$ cat config.mk
export PLATFORM = sky130hd
export DESIGN_NAME = ltec_scan
export DESIGN_NICKNAME = d
export VERILOG_FILES = /design/src/hdl/ltec_pkg.sv /design/src/hdl/ltec_scan.sv
export SDC_FILE = /design/constraint.sdc
export NUM_CORES = 1
export LEC_CHECK = 0
export BUFFER_PORTS_ARGS = -buffer_cell sky130_fd_sc_hd__buf_2
export CAP_MARGIN = 15
export CORE_MARGIN = 5
export CORE_UTILIZATION = 51
export DETAILED_ROUTE_END_ITERATION = 10
export PLACE_DENSITY_LB_ADDON = 0.12
export SYNTH_ARGS = -nofsm -noshare
export SYNTH_HDL_FRONTEND = slang
export SYNTH_SLANG_ARGS = --single-unit
$ cat constraint.sdc
create_clock -name i_clk -period 8.2 [get_ports i_clk]
set_clock_uncertainty 0.1 [all_clocks]
set_input_delay 0.41 -clock i_clk [delete_from_list [all_inputs] [get_ports i_clk]]
set_output_delay 0.41 -clock i_clk [all_outputs]
set_load 0.02 [all_outputs]
$ cat src/hdl/ltec_pkg.sv
// Package for the LRU timestamp entry cache.
// Holds the sizes, status codes and payload types shared by ltec_scan, the top level and the testbench.
package ltec_pkg;

    localparam int ENTRY_DEPTH      = 1024;
    localparam int ENTRY_IDX_W      = $clog2(ENTRY_DEPTH);
    localparam int COUNT_W          = ENTRY_IDX_W + 1;
    localparam int FRAMES_PER_SHEET = 16;
    localparam int FRAME_W          = 4;
    localparam int STAMP_WIDTH      = 32;
    localparam int CFG_DATA_W       = 11;
    localparam int CFG_INDEX_W      = 1;

    localparam logic [CFG_INDEX_W-1:0] CFG_ROSTER_COUNT   = 1'b0;
    localparam logic [CFG_INDEX_W-1:0] CFG_CACHE_CAPACITY = 1'b1;

    localparam logic [COUNT_W-1:0] CAPACITY_RESET = COUNT_W'(8);

    localparam logic [2:0] STATUS_DEFINED = 3'd0;
    localparam logic [2:0] STATUS_RANGE   = 3'd1;
    localparam logic [2:0] STATUS_HIT     = 3'd2;
    localparam logic [2:0] STATUS_LOADED  = 3'd3;
    localparam logic [2:0] STATUS_FAILED  = 3'd4;
    localparam logic [2:0] STATUS_NOSRC   = 3'd5;

    typedef struct packed {
        logic                   command;
        logic [ENTRY_IDX_W-1:0] entry_index;
        logic signed [7:0]      frame_request;
        logic                   is_sheet;
        logic                   has_source;
        logic                   load_ok;
    } t_in_item;

    typedef struct packed {
        logic [2:0]             status;
        logic [FRAME_W-1:0]     frame_index;
        logic                   evicted_valid;
        logic [ENTRY_IDX_W-1:0] evicted_index;
    } t_out_item;

    typedef struct packed {
        logic                   resident;
        logic                   failed;
        logic                   sheet;
        logic                   source;
        logic [STAMP_WIDTH-1:0] stamp;
    } t_entry;

    typedef struct packed {
        logic                   start;
        logic                   sample;
        logic [ENTRY_IDX_W-1:0] index;
    } t_scan_ctl;

    typedef struct packed {
        logic                   found;
        logic [ENTRY_IDX_W-1:0] index;
        t_entry                 entry;
    } t_scan_res;

endpackage

$ cat src/hdl/ltec_scan.sv
// Oldest-entry search unit: one stamp compare per sampled entry.
// Depends on ltec_pkg for the entry and scan control types.
module ltec_scan
    import ltec_pkg::*;
(
    input  logic      i_clk,
    input  logic      i_rst_n,
    input  t_scan_ctl i_ctl,
    input  t_entry    i_entry,
    output t_scan_res o_res
);

    logic                   r_found;
    logic [ENTRY_IDX_W-1:0] r_index;
    t_entry                 r_entry;
    logic                   take;

    assign take = i_ctl.sample && i_entry.resident && i_entry.source &&
                  (!r_found || (i_entry.stamp < r_entry.stamp));

    always_ff @(posedge i_clk) begin
        if (!i_rst_n) begin
            r_found <= 1'b0;
        end else if (i_ctl.start) begin
            r_found <= 1'b0;
        end else if (take) begin
            r_found <= 1'b1;
        end
    end

    always_ff @(posedge i_clk) begin
        if (take) begin
            r_index <= i_ctl.index;
            r_entry <= i_entry;
        end
    end

    assign o_res.found = r_found;
    assign o_res.index = r_index;
    assign o_res.entry = r_entry;

endmodule

# Word-level counts from Yosys, hierarchy flattened
# Index checks and enable logic that the tools add are counted.
[classes]
order_cmp = 1
n_bitwise = 1
n_reduce_logical = 6
[ops]
columns = ["operator", "n"]
rows = [
  ["$lt A32 B32 Y1", 1],
  ["$logic_and A1 B1 Y1", 3],
  ["$reduce_or A2 Y1", 1],
  ["$logic_not A1 Y1", 1],
  ["$logic_or A1 B1 Y1", 1],
  ["$not A1 Y1", 1],
]
[totals]
regBits = 47
in_bits = 50
out_inout_bits = 47
word_cells = 15

# Logic depth before layout (Yosys ltp)
# Gate-level depths: netlist of the first run.
[depth]
word_depth = 3
ltp_mapped = 8
ltp_nobuf = 8

# Least setup slack after synthesis of the first run
# OpenSTA, ideal clock, no wires.
[synth_timing]
kind = "register to register"
start = "register r_entry, in the netlist o_res[14]"
end = "register r_entry, in the netlist o_res[0], enable pin"
setup_time_ns = 0.519
arrival_ns = 5.006
t_required_ns = 7.581
path_slack_ns = 2.575
stages_incl_launch_ff = 9
n_path_buf = 0
period_less_slack_ns = 5.625
path_cell_list = "edfxtp_1 inv_1 ha_1 a21oi_1 nand2_1 a221o_1 a31oi_1 o31ai_1 a211oi_1"
[synth_via]
elab_chain_cells = 3
[synth_rtl]
columns = ["item", "line", "text"]
rows = [
  ["start, declared", "ltec_scan.sv:15", "t_entry r_entry;"],
  ["start signal, assigned", "ltec_scan.sv:34", "r_entry <= i_entry;"],
  ["$lt A32 B32 Y1", "ltec_scan.sv:19", "(!r_found || (i_entry.stamp < r_entry.stamp));"],
  ["$logic_or A1 B1 Y1", "ltec_scan.sv:19", ""],
  ["$logic_and A1 B1 Y1", "ltec_scan.sv:18", "assign take = i_ctl.sample && i_entry.resident && i_entry.source &&"],
  ["named net take", "ltec_scan.sv:16", "logic take;"],
]
# The timed path passes the listed nets, and every way through them passes these cells.
# A chain may end at the register's enable or synchronous reset.

# Worst setup path after layout of the first run
[layout_timing]
start = "register r_entry, in the netlist o_res[14]"
end = "register r_entry, in the netlist o_res[34], enable pin"
# The elaborated chain is that of the path after synthesis.

==> out/summary.txt, run 1 <==
GPL Wtd Cong - 0.726
slowest CP cell - a211oi_4
antenna violations before repair - 0
post-synth cell types - 25
upper clock frequency limit - 0.301 GHz
Worst EP arrival - 3.19 ns
Post-CTS Setup Repair Bufs - 0
hold-fix buffers at CTS - 0
run status - finished, final reports clean
cts repair resizes - 0
syn_nets - 239
clock period minus worst slack - 3.32 ns
Root Driver - clkbuf_8
first-pass GRT wire length - 7.68 mm
Largest stage delay, worst path - 0.83 ns
post-route setup TNS - 0 ns
1st-iter DRT viols - 128
die area - 0.00579 mm^2
crit path launch - o_res[14]
Clock Sinks - 47
Finish-stage setup viols - 0
Layout area overhead - 31.2%
initial core utilization - 51.9%
Yosys reg bits - 47
unrepaired setup endpoints after global routing - false
nets - 342
die height - 76.1 um
Cell Rows - 24
kind of critical path - reg2reg
worst-margin pin slew - 0.934 ns
Final ANT Viol Nets - 0
diode count - 0
final hold vios - 0
width of the die - 76.1 um
vias - 1567
worst vdd ir - 88.2 uV
Max FO, Critical Path - 28
Total GRT Usage - 16.5%
Place WS - 4.71 ns
Ys Warns - 0
# IOs - 97
Relative slew margins - 37.5%
total of max-cap violations - 0
layout cells sized above 1 - 41.6%
utilization after layout - 68.1%
Core Area - 0.00429 mm^2
Critical Path RT - 8.07 ns
GRT busiest layer - met2
CTS buffer count - 5
Total Routed Length - 4.76 mm
pwr/cell area - 183 mW/mm^2
met1 GRT Util - 19.3%
PnR worst setup slack - 4.88 ns
# H-tree levels - 2
grt met2 use - 27.4%
reg2reg path depth - 9
Worst Hold Path Cells - 2
Worst Min Path Start - i_ctl[11]
post-synth design cell area - 0.00223 mm^2
routed length per instance - 15.1 um
hpwl dp - 3.83 mm
met3 global-route usage - 5.79%
Critical Path End Type - register
Synth Instances - 158
IO buf count - 96
Leakage - 0.00141 uW
hold crit path type - in2reg
Vias/cell - 4.99
Clock Path Buffers - 2
clk slew on worst S/H paths - 0.08 ns
Avg Synthesized Cell Area - 14.1 um^2
CP startpoint kind - register
Worst-Skew Late Latency - 0.30 ns
Max Slew Vio Count - 0
DRT Pass-1 Iters - 4
Remaining DRCs - 0
RR Startpoint - o_res[14]
Filler Cell Count - 342
largest net degree at the start of global routing - 29
vias in the first global route - 1617
register area share after synthesis - 62.9%
Pwr Total - 534 uW
GRT overflow - 0
critical path cell sequence - inv_1 > ha_1 > a21oi_1 > nand2_1 > a221o_1 > a31oi_1 > o31ai_1 > a211oi_4 > buf_4
final period utilization - 40.5%
CTS tree - yes
-- critical path: cells and delay by family (launching register included) --
family	cells	cell delay [ns]
AO/OA/AOI/OAI	5	1.61
buffers and inverters	2	0.56
flip-flops	1	0.41
adder cells (fa/ha/maj)	1	0.24
AND/OR/NAND/NOR	1	0.06
-- metrics by stage --
| step | area [um^2] | std cells | hold WS (ns) |
|---|---|---|---|
| after detailed placement | 2790 | 306 | 0.479 |
| after CTS | 2920 | 314 | 0.160 |
| after floorplan | 2230 | 158 | 0.386 |
| final | 2920 | 314 | 0.169 |
| after global routing | 2920 | 314 | 0.155 |
| after global placement | 2790 | 306 | 0.477 |
-- layout by cell type, fill, tap and decap left out, drive strengths merged, types with 2 or more instances in the layout --
cell type	netlist	layout
ha	31	31
a211oi	3	3
nor2	3	3
a21o	5	5
clkbuf	0	5
nand2	4	4
buf	1	97
nand4	3	3
a31oi	2	2
nand3	6	6
a21oi	8	8
inv	31	31
edfxtp	46	46
bufinv	0	2
o21ai	3	3
o31ai	2	2
-- synth_stat cells --
cell type  instances  share of area (%)
a221o_1            1               0.45
o21a_1             1               0.34
nand2_1            4               0.67
nor3_1             1               0.22
nand2b_4           1               0.62
a21oi_1            8                1.8
nand3_1            6                1.3
and3_1             1               0.28
a21o_1             5                1.7
ha_1              31                 17
dfxtp_1            1               0.90
a31oi_1            2               0.56
nand4_1            3               0.84
nor2_1             3               0.51
a211oi_1           2               0.67
buf_4              1               0.34
o31ai_1            2               0.67
o21ai_0            3               0.67
edfxtp_1          46                 62
a2111oi_4          1                1.2
nor2b_1            1               0.28
and4_1             1               0.39
inv_1             31                5.2
nor3b_1            1               0.34
a211oi_2           1               0.56
-- sequential cells by signal (all words and copies together), names as in the netlist --
| register | cells |
|---|---|
| r_found | 1 |
| r_index | 10 |
| o_res | 36 |
-- kinds of logic (layout without fill, tap and decap cells) --
logic type / count (synthesis) / after routing / synth area share (%)
and+or+nand+nor: 22 / 22 / 5.50
buffers and inverters: 32 / 136 / 5.56
AOI/OAI and AO/OA: 26 / 26 / 8.65
adders and majority gates: 31 / 31 / 17.4
DFF: 47 / 47 / 62.9
-- power breakdown --
part           switching (uW)  internal (uW)
sequential               2.74            272
clock                    79.4            122
combinational            33.0           25.5
total                     115            419
-- area by class of cell --
type,count,area (um^2),share of cell area (%)
clock buffers,5,68.8,2.35
clock inverters,3,67.6,2.31
multi-input cells,79,716,24.5
well taps,52,65.1,2.23
inverters,31,116,3.98
repair buffers,97,488,16.7
flip-flops and latches,47,1400,47.9
-- layer usage --
metal  vias up  routed length, um
met2        58               2340
met3         6                385
met5         -                  0
li1        784                  -
met1       719               1950
met4         0                 73
-- worst paths after layout --
| kind | end | slack (ns) |
|---|---|---|
| min reg2reg | r_found | 0.53 |
| max | o_res[34] | 4.88 |
| max reg2reg | o_res[34] | 4.88 |
| min | r_found | 0.17 |
(Power assumes the default switching activity.)
==> inputs of run 2 (changes only) <==
--- a/config.mk
+++ b/config.mk
@@ -5,10 +5,11 @@
 export SDC_FILE = /design/constraint.sdc
 export NUM_CORES = 1
 export LEC_CHECK = 0
+export ABC_AREA = 1
 export BUFFER_PORTS_ARGS = -buffer_cell sky130_fd_sc_hd__buf_2
 export CAP_MARGIN = 15
 export CORE_MARGIN = 5
-export CORE_UTILIZATION = 51
+export CORE_UTILIZATION = 43
 export DETAILED_ROUTE_END_ITERATION = 10
 export PLACE_DENSITY_LB_ADDON = 0.12
 export SYNTH_ARGS = -nofsm -noshare
==> constraint.sdc (replaced) <==
create_clock -name i_clk -period 3 [get_ports i_clk]
set_clock_uncertainty 0.1 [all_clocks]
set_input_delay 0.15 -clock i_clk [delete_from_list [all_inputs] [get_ports i_clk]]
set_output_delay 0.15 -clock i_clk [all_outputs]
set_load 0.02 [all_outputs]
==> out/summary.txt, run 2 <==
combinational share of power - 14.9% (+3.9 points)
final hold vios - 0 (unchanged)
CTS buffer count - 5 (unchanged)
most common cell in the netlist - edfxtp_1
ys flop type - edfxtp_1
first-pass GRT wire length - 7.94 mm (+3.3%)
Ys Warns - 0 (unchanged)
pwr/cell area - 410 mW/mm^2 (+120%)
Critical Path RT - 2.86 ns (-5.21 ns)
Finish-stage setup viols - 0 (unchanged)
synth cell count leaders - edfxtp_1 (46), inv_1 (40), nand2_1 (32)
routed length per instance - 12.3 um (-19%)
Critical Path End Type - register
Vias/cell - 4.41 (-12%)
register area share after synthesis - 61.9% (-0.97 points)
initial core utilization - 44.3% (-7.6 points)
post-route setup TNS - 0 ns (unchanged)
Relative slew margins - 76.6% (+39 points)
GRT overflow - 0 (unchanged)
Synth area leaders - edfxtp_1 (61%), ha_1 (17%), inv_1 (6.6%)
cts repair resizes - 0 (unchanged)
Core Area - 0.00511 mm^2 (+19%)
vias in the first global route - 1827 (+13%)
switching power share of the total - 22.3% (+0.77 points)
largest net degree at the start of global routing - 29 (unchanged)
Filler Cell Count - 403 (+18%)
DRT Pass-1 Iters - 4 (unchanged)
commonest non-fill, non-tap cell in the layout - buf_2
Avg Synthesized Cell Area - 12.1 um^2 (-14%)
antenna violations before repair - 0 (unchanged)
clock period minus worst slack - 2.35 ns
# H-tree levels - 2 (unchanged)
Max FO, Critical Path - 28 (unchanged)
unrepaired setup endpoints after global routing - false
syn_nets - 268 (+12%)
total of max-cap violations - 0 (unchanged)
Largest register FFs - 36 (unchanged)
hold crit path type - in2reg
Max Slew Vio Count - 0 (unchanged)
cell taking the most area after synthesis - edfxtp_1
most frequent cells in the layout - buf_2 (96), dlygate4sd3_1 (48), edfxtp_1 (46)
GPL Wtd Cong - 0.755 (+4.1%)
worst vdd ir - 220 uV (+150%)
clock share of power - 31.9% (-5.7 points)
CP startpoint kind - input pin
upper clock frequency limit - 0.426 GHz
Reg power frac - 53.2% (+1.8 points)
Final ANT Viol Nets - 0 (unchanged)
diode count - 0 (unchanged)
Async S/R FF share, synth - 0% (unchanged)
nets - 420 (+23%)
worst-margin pin slew - 0.351 ns (-0.583 ns)
Clock Path Buffers - 2 (unchanged)
Leakage - 0.00167 uW (+19%)
Worst-Skew Late Latency - 0.29 ns (about the same)
Total GRT Usage - 15.5% (-1.0 points)
Root Driver - clkbuf_8
Synth Instances - 187 (+18%)
Remaining DRCs - 0 (unchanged)
die height - 82.6 um (+8.5%)
EDFF count, synth - 46 (unchanged)
Layout area overhead - 51.7%
clk slew on worst S/H paths - 0.09 ns (about the same)
Cell Rows - 26 (+8.3%)
vias - 1810 (+16%)
# IOs - 97 (unchanged)
CTS tree - yes
hpwl dp - 3.67 mm (-4.1%)
width of the die - 82.6 um (+8.5%)
post-synth design cell area - 0.00226 mm^2 (+1.6%)
Post-CTS Setup Repair Bufs - 0 (unchanged)
1st-iter DRT viols - 44 (-66%)
P_sw - 315 uW (+170%)
Worst EP arrival - 2.21 ns (-0.98 ns)
layout cells sized above 1 - 32.6% (-9.0 points)
final period utilization - 78.3%
Int Power - 1090 uW (+160%)
run status - finished, final reports clean
IO buf count - 96 (unchanged)
Total Routed Length - 5.06 mm (+6.3%)
Clock Sinks - 47 (unchanged)
worst hold margin - 0.445 ns (+0.276 ns)
post-synth cell types - 16 (-36%)
die area - 0.00681 mm^2 (+18%)
Yosys reg bits - 47 (unchanged)
Synth top area share - 61.0% (-0.96 points)
kind of critical path - in2reg
==> run 2: cell count changes in the layout (fill, tap and decap cells not counted), sizes merged, moves of 2 or more <==
cell	previous run	this run
dlygate4sd3	0	48
nand2	4	32
inv	31	40
a21oi	8	16
nor2	3	9
a21o	5	0
a211oi	3	0
nand3	6	3
a31oi	2	0
clkinv	0	2
nand4	3	1
o31ai	2	0
==> run 2: final timing paths <==
kind	start	to	slack (ns)	cells past startpoint
max	i_entry[13]	o_res[12]	0.65	11
min reg2reg	r_found	o_res[32]	0.79	2
max reg2reg	o_res[17]	o_res[12]	0.80	10
min	i_ctl[10]	o_res[32]	0.45	4
==> run 2: repair_timing <==
action / in CTS / in global routing
hold buffers: 48 / 0
hold endpoints to repair: 47 / 0
endpoints found under the setup margin: 0 / 0
==> run 2: critical path: stages <==
cell	delay, ns
dlygate4sd3_1	0.54
buf_2	0.14
ha_1	0.31
a21oi_1	0.14
o21ai_0	0.12
a21oi_2	0.13
nand2_1	0.07
nand2_1	0.06
nand2_1	0.08
a21oi_4	0.13
buf_4	0.34
==> run 2: cell type report <==
| type | count | area (um^2) | share of cell area [%] |
|---|---|---|---|
| Timing Repair Buffer | 146 | 976 | 28.4 |
| Multi-Input combinational cell | 99 | 712 | 20.7 |
| Inverter | 40 | 150 | 4.37 |
| Clock inverter | 3 | 38.8 | 1.13 |
| Sequential cell | 47 | 1400 | 40.8 |
| Clock buffer | 5 | 68.8 | 2.00 |
| Tap cell | 70 | 87.6 | 2.55 |
==> run 2: logic make-up after synthesis <==
family          share of synthesized area, %
compound gates                          5.58
fa+ha+maj                               17.1
buf+inv                                 6.97
flops                                   61.9
simple gates                            8.40
==> run 2: power groups by stage <==
stage | logic, uW | clock network (uW) | registers [uW]
6_report | 210 | 450 | 750
2_1_floorplan | 67.8 | 0 | 787
5_1_grt | 237 | 495 | 752
3_5_place_dp | 164 | 0 | 764
4_1_cts | 212 | 464 | 750
3_3_place_gp | 161 | 0 | 764
==> run 2: per-layer routing <==
metal  wire length, um  global-route usage (%)  vias up
met1              2170                    18.7      808
met3               401                    4.01        5
li1                  -                       -      935
met4                46                    3.76        0
met5                 0                       0        -
met2              2440                    27.6       62
==> run 2: metrics by stage <==
step / total power (uW) / util (%) / setup WS [ns] / area [um^2] / instances
2_1_floorplan: 855 / - / 0.368 / 2270 / 187
3_3_place_gp: 926 / 55.7 / 0.800 / 2850 / 354
3_5_place_dp: 928 / 55.7 / 0.771 / 2850 / 354
4_1_cts: 1430 / 67.2 / 0.647 / 3430 / 410
5_1_grt: 1480 / 67.2 / 0.448 / 3430 / 410
6_report: 1410 / 67.2 / 0.651 / 3430 / 410
