<file path="config.mk">
export PLATFORM = sky130hd
export DESIGN_NAME = ltec_ram
export DESIGN_NICKNAME = d
export VERILOG_FILES = /design/src/hdl/ltec_ram.sv
export SDC_FILE = /design/constraint.sdc
export NUM_CORES = 1
export LEC_CHECK = 0
export ABC_AREA = 1
export BUFFER_PORTS_ARGS = -buffer_cell sky130_fd_sc_hd__buf_2
export CELL_PAD_IN_SITES_DETAIL_PLACEMENT = 1
export CELL_PAD_IN_SITES_GLOBAL_PLACEMENT = 1
export CORE_ASPECT_RATIO = 1.75
export CORE_UTILIZATION = 40
export DETAILED_ROUTE_END_ITERATION = 10
export GPL_TIMING_DRIVEN = 0
export PLACE_DENSITY_LB_ADDON = 0.05
export SLEW_MARGIN = 30
export SYNTH_ARGS = -nofsm -noshare
export SYNTH_HDL_FRONTEND = slang
export SYNTH_SLANG_ARGS = --single-unit
</file>
<file path="constraint.sdc">
create_clock -name i_clk -period 1.1 [get_ports i_clk]
set_input_delay 0.055 -clock i_clk [delete_from_list [all_inputs] [get_ports i_clk]]
set_output_delay 0.055 -clock i_clk [all_outputs]
set_load 0.01 [all_outputs]
</file>
<file path="src/hdl/ltec_ram.sv">
// Generic simple dual-port RAM with one write port and a registered read port.
// Depends on nothing.
module ltec_ram #(
    parameter int WIDTH = 8,
    parameter int DEPTH = 16
) (
    input  logic                     i_clk,
    input  logic                     i_we,
    input  logic [$clog2(DEPTH)-1:0] i_waddr,
    input  logic [WIDTH-1:0]         i_wdata,
    input  logic [$clog2(DEPTH)-1:0] i_raddr,
    output logic [WIDTH-1:0]         o_rdata
);

    logic [WIDTH-1:0] r_mem [DEPTH];
    logic [WIDTH-1:0] r_rdata;

    always_ff @(posedge i_clk) begin
        if (i_we) begin
            r_mem[i_waddr] <= i_wdata;
        end
        r_rdata <= r_mem[i_raddr];
    end

    assign o_rdata = r_rdata;

endmodule

</file>
## Word level (Yosys, flattened, before mapping)

Memory sizes are Yosys's and may differ from the RTL's. A register that Yosys moved wholly into a read port is not among the register bits.
Index checks and enable logic that the tools add are counted.

- Register bits after elaboration: 0
- Latch bits: 0
- Bits in writable memories: 128
- Memory bits (read-only): 0
- Input port bits: 18
- Output and inout port bits: 8
- Logic and storage cells: 3
- Memories kept: 1

- Add/sub/neg operators: 0
- Multipliers: 0
- Div/mod/pow operators: 0
- $lt $le $gt $ge: 0
- Eq/ne operators: 0
- Shift operators: 0
- Multiplexer cells: 2
- Bitwise gates (word level): 0
- Reduce and logical (&&, ||, !) cells: 0

Memory list:

| memory | words | width | read ports | clocked after memory_dff | write ports | line | source |
|---|---|---|---|---|---|---|---|
| r_mem | 16 | 8 | 1 | 1 | 1 | 15 | `logic [WIDTH-1:0] r_mem [DEPTH];` |

Operators by type and width:

| kind | number |
|---|---|
| 2-to-1 mux 1 bit | 2 |

## Longest topological paths before layout

Gate-level depths: netlist (run 1).

- Depth after elaboration: 2
- Depth in mapped cells: 8

## Least setup slack after synthesis (run 1)

OpenSTA, ideal clock, no wires.

- Kind: in2reg
- From: in i_waddr[3]
- To: mem r_mem[4][0] (enable)
- Setup time: 0.370 ns
- Arrival time: 0.636 ns
- Path slack: 0.094 ns
- Cell stages on the path: 2
- Buffers on the path: 0
- Cells stage by stage: nand3b_1 -> nor2_1

RTL lines:

| element | line | source |
|---|---|---|
| start, declared | 9 | `input logic [$clog2(DEPTH)-1:0] i_waddr,` |
| end, declared | 15 |  |

Straight into the memory's write port.

## Final worst setup path (run 1)

- From: in i_waddr[2]
- To: mem r_mem[10][6] (enable)

Straight into the memory's write port.

==> results.md, run 1 <==
* Status: complete, no violations
* # nets final at 610
* Syn Area/Cell at about 10 um2
* Synth Instances at 551
* Max Fclk at 0.928 GHz
* DRT Pass-1 Iters at 4
* Synth top cells by count: nand2_1, edfxtp_1, inv_1, nand3_1, nor2_1
* Clk pin slew, worst setup/hold paths at 0.06 ns
* Die Y at 161 um
* Worst skew pair latency at 0.42 ns
* Final Non-Filler Cells at just under 800
* Critical path's top delay family: simple AND/OR/NAND/NOR gates
* Synth top area cells: edfxtp_1, nand2_1, nand3_1, inv_1, dfxtp_1
* Clock Skew at around 0.0087 ns
* GP Congestion at about 0.87
* Worst Hold Margin at 0.0740 ns
* Number of max-cap violations at 0
* Vias in the first global route at between 4k and 5k
* Synth area leader: edfxtp_1
* Leak pwr at ~2.9 nW
* Synth Register Bits at 136
* Root Driver: clkbuf_16
* Max stage delay cell, worst path: nor2_1
* Largest net degree at the start of global routing at 17
* Synth Area in Adders at 0%
* DR vias/cell at ~5.0
* Vias at 3899
* Fillcell total at 1580
* Setup TNS at 0 ns
* Power Dens Cells at 1910 mW/mm2
* Total Die Area at 0.0149 mm2
* Initial core utilization at between 40% and 50%
* Count leader, synth: nand2_1
* Clock net sink count at 136
* Setup CP Type: in2reg
* Total global routing overflow at 0
* Register area share after synthesis at 69.4%
* Final worst path period need at about 1.1 ns
* Htree depth at 4
* Buf/Inv on CP at 1
* Max-slew headroom at between 40% and 50%
* Final period util at 98.0%
* Syn-to-layout area delta at 18.4%
* Synth cell types at 12
* Post-synth ARST share at 0%
* Simple-Gate Fraction of Synth Area at between 20% and 30%
* Footprint of the multi-input gates at 0.00129 mm2
* CTS Buf Count at 17
* Critical path endpoint category: flop
* Port Buffers at 22
* Core Footprint at 0.0140 mm2
* Critical path arrival at 1.12 ns
* Post-synth EDFFs at roughly 130
* Die Span X at 92.8 um
* XOR/XNOR Fraction of Synth Area at 0%
* Total GRT Usage at 23.4%
* Top FF cell, synth: edfxtp_1
* RSZ-0062 raised after global routing: yes
* Slew Viols, Final at 0
* Register area at 0.00400 mm2
* Final WL at 16200 um
* Layout cell share with drive strength beyond 1 at 15.4%
* Wirelength per Cell at 20.7 um
* Max stage delay on crit path at 0.68 ns
* Antenna Violating Nets Remaining at 0
* Initial antenna violation count at 0
* Tot Pwr at 13.1 mW
* CTS tree: yes
* Post-synthesis compound-gate area fraction at 0%
* DR DRC count at 0
* FP Rows at 57
* Top cell type's share of synthesized area at 66.7%
* Crit-path cells: buf_2 -> nand3b_1 -> nor2_1
* CP required at 1.14 ns
* Ys Warns at 0
* Post-synthesis mux area share at 0%
* Post-synthesis cell area at between 0.005 and 0.006 mm2
* Min-Delay Path Class: in2reg
* Largest family of logic cells by synthesized area: simple AND/OR/NAND/NOR gates
* Maximum root-to-sink buffer count at 2
* Syn_nets at 569
* CP Max Fanout at 8
* Placed insts at 750
* CP Launch Type: input pin
* Drt initial violations at 153
* Top Ports at 26
* Final hold vios at 0
* Global-route wire length before repair at 24200 um
* Diodes inserted at 0
* Maximum vdd drop at 0.00114 V
* # setup viols final at 0
* Post-DP HPWL at 11200 um
* Worst-Margin Slew at 0.813 ns
==> metrics by stage <==
step / setup slack, ns / util (%) / instance area (um2)
CTS: -0.0277 / 48.4 / 6760
floorplan: 0.0942 / - / 5770
global placement: -0.419 / 43.6 / 6100
finish: 0.0220 / 48.9 / 6830
detailed placement: -0.461 / 43.6 / 6100
global route: -0.0707 / 48.9 / 6830
==> state kept, by name, indices dropped and copies added, names as in the netlist <==
name     count
r_mem      128
o_rdata      8
==> where the power goes <==
group          leakage (nW)  switching (mW)  internal, mW
combinational          1.41           0.594         0.230
clock                 0.316            2.15          4.25
sequential             1.22          0.0309          5.79
==> logic make-up (layout without fill, tap and decap cells) <==
| logic type | Yosys count | count (layout) |
|---|---|---|
| buffers and inverters | 126 | 180 |
| DFF | 136 | 136 |
| and+or+nand+nor | 289 | 289 |
==> routing by layer <==
metal / wire (um) / up-vias / global-route usage (%)
li1: - / 1856 / -
met1: 6140 / 1941 / 24.7
met2: 9080 / 77 / 44.3
met3: 426 / 25 / 3.46
met4: 543 / 0 / 11.0
met5: 0 / - / 0
==> worst paths after layout <==
kind | start | endpoint | slack, ns | cells after the start
hold reg to reg | r_mem[11][6]$_DFFE_PP_ | o_rdata[6]$_DFF_P_ | 0.68 | 6
hold / removal | i_wdata[7] | r_mem[8][7]$_DFFE_PP_ | 0.07 | 1
setup reg to reg | r_mem[6][4]$_DFFE_PP_ | o_rdata[4]$_DFF_P_ | 0.04 | 6
setup / recovery | i_waddr[2] | r_mem[10][6]$_DFFE_PP_ | 0.02 | 3
==> area by class of cell <==
cell class                      instances  share of cell area (%)
Tap cell                              177                    3.24
Sequential cell                       136                    58.6
Buffer                                 24                    2.44
Multi-Input combinational cell        289                    18.8
Clock inverter                         12                    3.26
Clock buffer                           20                    6.39
Timing Repair Buffer                   22                    1.61
Inverter                              102                    5.61
==> cell usage in the layout (no fill, tap or decap), types with 3 or more instances in the layout <==
cell type,synthesis,routed
nand2_1,173,173
bufinv_16,0,6
buf_4,4,4
buf_6,6,6
nor2_1,17,10
nor2_2,0,7
inv_1,100,100
nand3_1,97,86
buf_2,13,35
dfxtp_1,8,8
edfxtp_1,128,128
clkbuf_1,0,3
nand3_2,0,11
clkbuf_16,0,17
==> what timing repair did <==
| item | CTS | global route |
|---|---|---|
| hold buffers | 0 | 0 |
| resized for setup | 1 | 17 |
| setup buffers | 0 | 0 |
| pin swaps | 0 | 2 |
| setup endpoints to repair | 17 | 63 |
Note: power is estimated with default switching activity, not from simulation.
==> run 2, diff against run 1 <==
- BUFFER_PORTS_ARGS: -buffer_cell sky130_fd_sc_hd__buf_2 -> unset
- CORE_UTILIZATION: 40 -> 25
- DONT_BUFFER_PORTS: unset -> 1
- REMOVE_ABC_BUFFERS: unset -> 1
==> results.md, run 2 (synthesis results as in run 1) <==
* Worst R2R Setup Slack at 0.05 ns (about the same)
* # setup viols final at 0 (unchanged)
* Max reg flops at 128 (unchanged)
* Most common cell after layout, fill and taps aside: nand2_1
* Switch Pwr at 2.57 mW (-7.3%)
* Postcts setup bufs at 0 (unchanged)
* Final period util at 95.3% (-2.7 points)
* Root Driver: clkbuf_16
* Max stage delay cell, worst path: edfxtp_1
* Vias at 3605 (-7.5%)
* Port Buffers at 0 (-100%)
* Syn-to-layout area delta at 16.9%
* Critical path endpoint category: flop
* Layout cell share with drive strength beyond 1 at 10.2% (-5.2 points)
* CP Max Fanout at 1 (-7)
* Clock net sink count at 136 (unchanged)
* Seq pwr share at 49.9% (+5.3 points)
* CTS Buf Count at 17 (unchanged)
* Vias in the first global route at 3757 (-9.7%)
* Sw Share at 21.9% (+0.69 points)
* Post-DP HPWL at 9850 um (-12%)
* Setup CP Type: reg2reg
* Hold Buf Count CTS at 9 (+9)
* Combinational power share at 5.3% (-1.0 points)
* Drt initial violations at 145 (-5.2%)
* Clk pin slew, worst setup/hold paths at 0.06 ns (about the same)
* # nets final at 573 (-6.1%)
* Min-Delay Path Class: in2reg
* RSZ-0062 raised after global routing: yes
* Initial core utilization at 25.5% (-16 points)
* Int Power at 9.15 mW (-11%)
* Wirelength per Cell at 19.1 um (-7.7%)
* Status: finished, violations left
* Max Fclk at 0.954 GHz (+2.8%)
* Maximum vdd drop at 0.000951 V (-16%)
* Worst skew pair latency at 0.43 ns (about the same)
* Max-slew headroom at 39.3% (-6.3 points)
* CTS tree: yes
* DR vias/cell at 4.14 (-17%)
* Core Footprint at 0.0227 mm2 (+62%)
* FP Rows at 73 (+28%)
* Tot Pwr at 11.7 mW (-10%)
* DP Area at 0.00598 mm2 (-2.0%)
* Worst-Margin Slew at 0.907 ns (+0.0938 ns)
* Initial antenna violation count at 2 (+2)
* Failing checks: negative hold slack
* Maximum root-to-sink buffer count at 2 (unchanged)
* Slew Viols, Final at 0 (unchanged)
* Final hold vios at 8 (+8)
* DRT Pass-1 Iters at 6 (+2)
* Number of max-cap violations at 0 (unchanged)
* GP Congestion at 0.720 (-17%)
* Largest net degree at the start of global routing at 66 (+49)
* Total global routing overflow at 0 (unchanged)
* CP required at 1.41 ns (+0.27 ns)
* Clk network pwr share at 44.8% (-4.3 points)
* Die Y at 203 um (+26%)
* Total GRT Usage at 15.4% (-7.9 points)
* Leak pwr at 2.78 nW (-5.7%)
* Fillcell total at 2604 (+65%)
* Biggest register: r_mem
* DR DRC count at 0 (unchanged)
* Critical path arrival at 1.36 ns (+0.24 ns)
* Clock Skew at 0.00617 ns (-0.00256 ns)
* Final WL at 16600 um (+2.7%)
* Top Ports at 26 (unchanged)
* CP Launch Type: flop
* Htree depth at 4 (unchanged)
* Cell area after layout at 0.00674 mm2 (-1.3%)
* Buf/Inv on CP at 1 (unchanged)
* Final worst path period need at 1.05 ns (-0.0298 ns)
* Antenna Violating Nets Remaining at 0 (unchanged)
* Most frequent cells in the layout: nand2_1, edfxtp_1, inv_1, nand3_1, nand3_2
* Critical path's top delay family: simple AND/OR/NAND/NOR gates
* Total Die Area at 0.0237 mm2 (+59%)
* Die Span X at 117 um (+26%)
* Max stage delay on crit path at 0.36 ns (-0.32 ns)
* Crit-path cells: inv_1 -> nand2_1 -> nand3_1 -> nand3_1 -> nand3_2 -> nand2_1
* Power Dens Cells at 1740 mW/mm2 (-9.0%)
* Worst Hold Margin at -0.140 ns (-0.214 ns)
* Global-route wire length before repair at 24400 um (+0.60%)
* Setup TNS at 0 ns (unchanged)
[run 2: cell count changes in the layout (fill, tap and decap cells not counted), sizes merged]
cell,before,now
clkbuf,20,21
diode,0,2
dlygate4sd3,0,9
bufinv,6,1
clkinvlp,1,0
buf,46,0
clkinv,4,10
inv,103,102
[run 2: final timing paths]
kind | depth (start not counted) | from | endpoint
max | 6 | r_mem[0][4]$_DFFE_PP_ | o_rdata[4]$_DFF_P_
min | 3 | i_raddr[2] | o_rdata[1]$_DFF_P_
max reg2reg | 6 | r_mem[0][4]$_DFFE_PP_ | o_rdata[4]$_DFF_P_
min reg2reg | 6 | r_mem[10][6]$_DFFE_PP_ | o_rdata[6]$_DFF_P_
[run 2: final cells by class]
type	count	area (um2)	share of cell area, %
Antenna cell	2	5.00	0.0743
Clock buffer	21	460	6.83
Sequential cell	136	4000	59.4
Clock inverter	11	80.1	1.19
Inverter	102	388	5.76
Timing Repair Buffer	9	90.1	1.34
Tap cell	300	375	5.57
Multi-Input combinational cell	289	1340	19.8
[run 2: routing by layer]
layer / up-vias / GRT usage [%] / wire, um / share of wire (%)
met1: 1752 / 18.0 / 6890 / 41
met2: 59 / 27.2 / 8900 / 54
met5: - / 0 / 0 / 0
met4: 0 / 5.56 / 261 / 1.6
li1: 1778 / - / - / -
met3: 16 / 3.46 / 576 / 3.5
[run 2: repair_timing]
action | in CTS | in global routing
gates resized for setup | 11 | 14
cloned | 0 | 0
endpoints found under the setup margin | 6 | 16
pin swaps | 0 | 1
endpoints found under the hold margin | 136 | 8
[run 2: power by group through the flow]
stage | Clock, mW | Combinational [mW] | Sequential [mW]
floorplan | 0 | 0.313 | 5.95
global placement | 0 | 0.488 | 5.95
detailed placement | 0 | 0.498 | 5.96
CTS | 5.42 | 0.640 | 5.85
global route | 5.55 | 0.705 | 5.86
finish | 5.25 | 0.621 | 5.85
[run 2: per-stage QoR]
stage	setup slack, ns	utilization [%]	std cells	hold slack (ns)
2_1_floorplan	0.0645	-	527	0.154
3_3_place_gp	-0.823	26.4	827	0.155
3_5_place_dp	-0.424	26.4	827	0.155
4_1_cts	0.000855	29.4	868	-0.149
5_1_grt	-0.0150	29.8	870	-0.122
6_report	0.0518	29.8	870	-0.140
[run 2: tightest hold or removal path: cells and delay by family]
family | cells | cell delay, ns
and+or+nand+nor | 3 | 0.21
==> run 3, diff against run 2 <==
- CORE_UTILIZATION: 25 -> 40
- clock period: 1.1 -> 0.85 ns (I/O delays scaled with it)
==> results.md, run 3 (synthesis results as in run 1) <==
* Status: finished, violations left
* Failing checks: negative hold slack, negative setup slack
* Port Buffers at 0 (unchanged)
* Power Dens Cells at 2350 mW/mm2 (+35%)
* # setup viols final at 8 (+8)
* Leak pwr at 2.89 nW (+4.1%)
* DRT Pass-1 Iters at 4 (-2)
* Setup TNS at -1.15 ns (-1.15 ns)
* CTS Buf Count at 17 (unchanged)
* GP Congestion at 0.713 (-0.90%)
* Initial core utilization at 41.3% (+16 points)
* Final period util at 121% (+25 points)
* Htree depth at 4 (unchanged)
* Final hold vios at 8 (unchanged)
* # nets final at 573 (unchanged)
* Switch Pwr at 3.30 mW (+28%)
* Post-DP HPWL at 8530 um (-13%)
* Tot Pwr at 15.9 mW (+36%)
* Largest net degree at the start of global routing at 66 (unchanged)
* Worst Hold Margin at -0.132 ns (+0.00828 ns)
* Worst skew pair latency at 0.41 ns (-0.02 ns)
* Final worst path period need at 1.03 ns (-0.0230 ns)
* Worst setup margin at -0.175 ns (-0.227 ns)
* Max stage delay cell, worst path: edfxtp_1
* Number of max-cap violations at 0 (unchanged)
* Die Span X at 92.8 um (-21%)
* Drt initial violations at 211 (+46%)
* Initial antenna violation count at 0 (-2)
* Total Die Area at 0.0149 mm2 (-37%)
* CP Launch Type: flop
* Clock Skew at 0.00493 ns (-0.00124 ns)
* Critical path endpoint category: flop
* Worst-Margin Slew at 0.823 ns (-0.0834 ns)
* Syn-to-layout area delta at 17.6%
* Placed insts at 704 (-15%)
* Top Ports at 26 (unchanged)
* Max reg flops at 128 (unchanged)
* Max-slew headroom at 45.0% (+5.7 points)
* Placement Setup Slack at -0.565 ns (-0.141 ns)
* Postcts setup bufs at 0 (unchanged)
* Footprint of the multi-input gates at 0.00145 mm2 (+8.4%)
* CP required at 1.14 ns (-0.27 ns)
* Diodes inserted at 0 (-2)
* Critical path arrival at 1.32 ns (-0.04 ns)
* Slew Viols, Final at 0 (unchanged)
* Total global routing overflow at 0 (unchanged)
* Antenna Violating Nets Remaining at 0 (unchanged)
* Int Power at 12.6 mW (+38%)
* CP most frequent cell: nand3_2
* Maximum root-to-sink buffer count at 2 (unchanged)
* Final Non-Filler Cells at 745 (-14%)
* RSZ-0062 raised after global routing: yes
* Biggest register: r_mem
* Fillcell total at 1546 (-41%)
* Seq pwr share at 47.5% (-2.4 points)
* Core Footprint at 0.0140 mm2 (-38%)
* Max stage delay on crit path at 0.36 ns (about the same)
* CP Max Fanout at 1 (unchanged)
* Total GRT Usage at 21.0% (+5.6 points)
* Vias in the first global route at 4025 (+7.1%)
* Clk network pwr share at 47.3% (+2.5 points)
* Setup CP Type: reg2reg
* FP Rows at 57 (-22%)
* CTS tree: yes
* Most frequent cells in the layout: nand2_1, edfxtp_1, inv_1, nand3_1, nand3_2
* DR DRC count at 0 (unchanged)
* DR vias/cell at 4.92 (+19%)
* Wirelength per Cell at 19.2 um (+0.31%)
* Hold Buf Count CTS at 9 (unchanged)
* Register area at 0.00401 mm2 (about the same)
* Clk pin slew, worst setup/hold paths at 0.06 ns (about the same)
* Root Driver: clkbuf_16
* Layout cell share with drive strength beyond 1 at 15.1% (+4.9 points)
* Min-Delay Path Class: in2reg
* Sw Share at 20.7% (-1.2 points)
* Clock net sink count at 136 (unchanged)
* Die Y at 161 um (-21%)
* Max Fclk at 0.975 GHz (+2.2%)
* Global-route wire length before repair at 22100 um (-9.1%)
* Final WL at 14300 um (-14%)
* Crit-path cells: inv_1 -> nand2_1 -> nand3_2 -> nand3_2 -> nand3_2 -> nand2_1
* Most common cell after layout, fill and taps aside: nand2_1
* Maximum vdd drop at 0.00142 V (+49%)
* Vias at 3662 (+1.6%)
* Combinational power share at 5.2% (about the same)
## run 3: power by group through the flow
| stage | Combinational (mW) | Sequential (mW) | Clock (mW) |
|---|---|---|---|
| final | 0.828 | 7.57 | 7.53 |
| after global routing | 0.926 | 7.58 | 7.92 |
| after CTS | 0.815 | 7.57 | 7.63 |
| after detailed placement | 0.603 | 7.71 | 0 |
| after global placement | 0.583 | 7.70 | 0 |
| after floorplan | 0.405 | 7.69 | 0 |
## run 3: critical path, delay by kind of cell (launching register included)
| family | cells | cell delay (ns) |
|---|---|---|
| flops | 1 | 0.36 |
| buf+inv | 1 | 0.06 |
| simple gates | 5 | 0.50 |
## run 3: routing by layer
metal	GRT usage, %	wire [um]	part of all wire [%]
met1	23.6	5760	40
met2	39.3	8040	56
met3	4.59	358	2.5
met4	5.45	126	0.88
met5	0	0	0
## run 3: cell type report
class                           count  area share, %
Tap cell                          177           3.27
Clock inverter                     14           2.67
Timing Repair Buffer                9           1.62
Inverter                          102           5.68
Multi-Input combinational cell    289           21.4
Clock buffer                       18           6.33
Sequential cell                   136           59.1
## run 3: metrics by stage
stage / utilization, % / cell area (um2)
2_1_floorplan: - / 5600
3_3_place_gp: 41.6 / 5820
3_5_place_dp: 41.7 / 5820
4_1_cts: 47.9 / 6690
5_1_grt: 48.5 / 6780
6_report: 48.5 / 6780
## run 3: path summary, 6_finish.rpt
path                           from                 end  cells after the start  slack [ns]
max reg2reg   r_mem[0][5]$_DFFE_PP_  o_rdata[5]$_DFF_P_                      6       -0.18
min                      i_raddr[2]  o_rdata[2]$_DFF_P_                      3       -0.13
max           r_mem[0][5]$_DFFE_PP_  o_rdata[5]$_DFF_P_                      6       -0.18
min reg2reg  r_mem[10][0]$_DFFE_PP_  o_rdata[0]$_DFF_P_                      6        0.67
## run 3: repair_timing
action | 4_1_cts | 5_1_grt
endpoints found under the hold margin | 136 | 8
resized for setup | 41 | 24
endpoints found under the setup margin | 128 | 146
pin swaps | 10 | 5
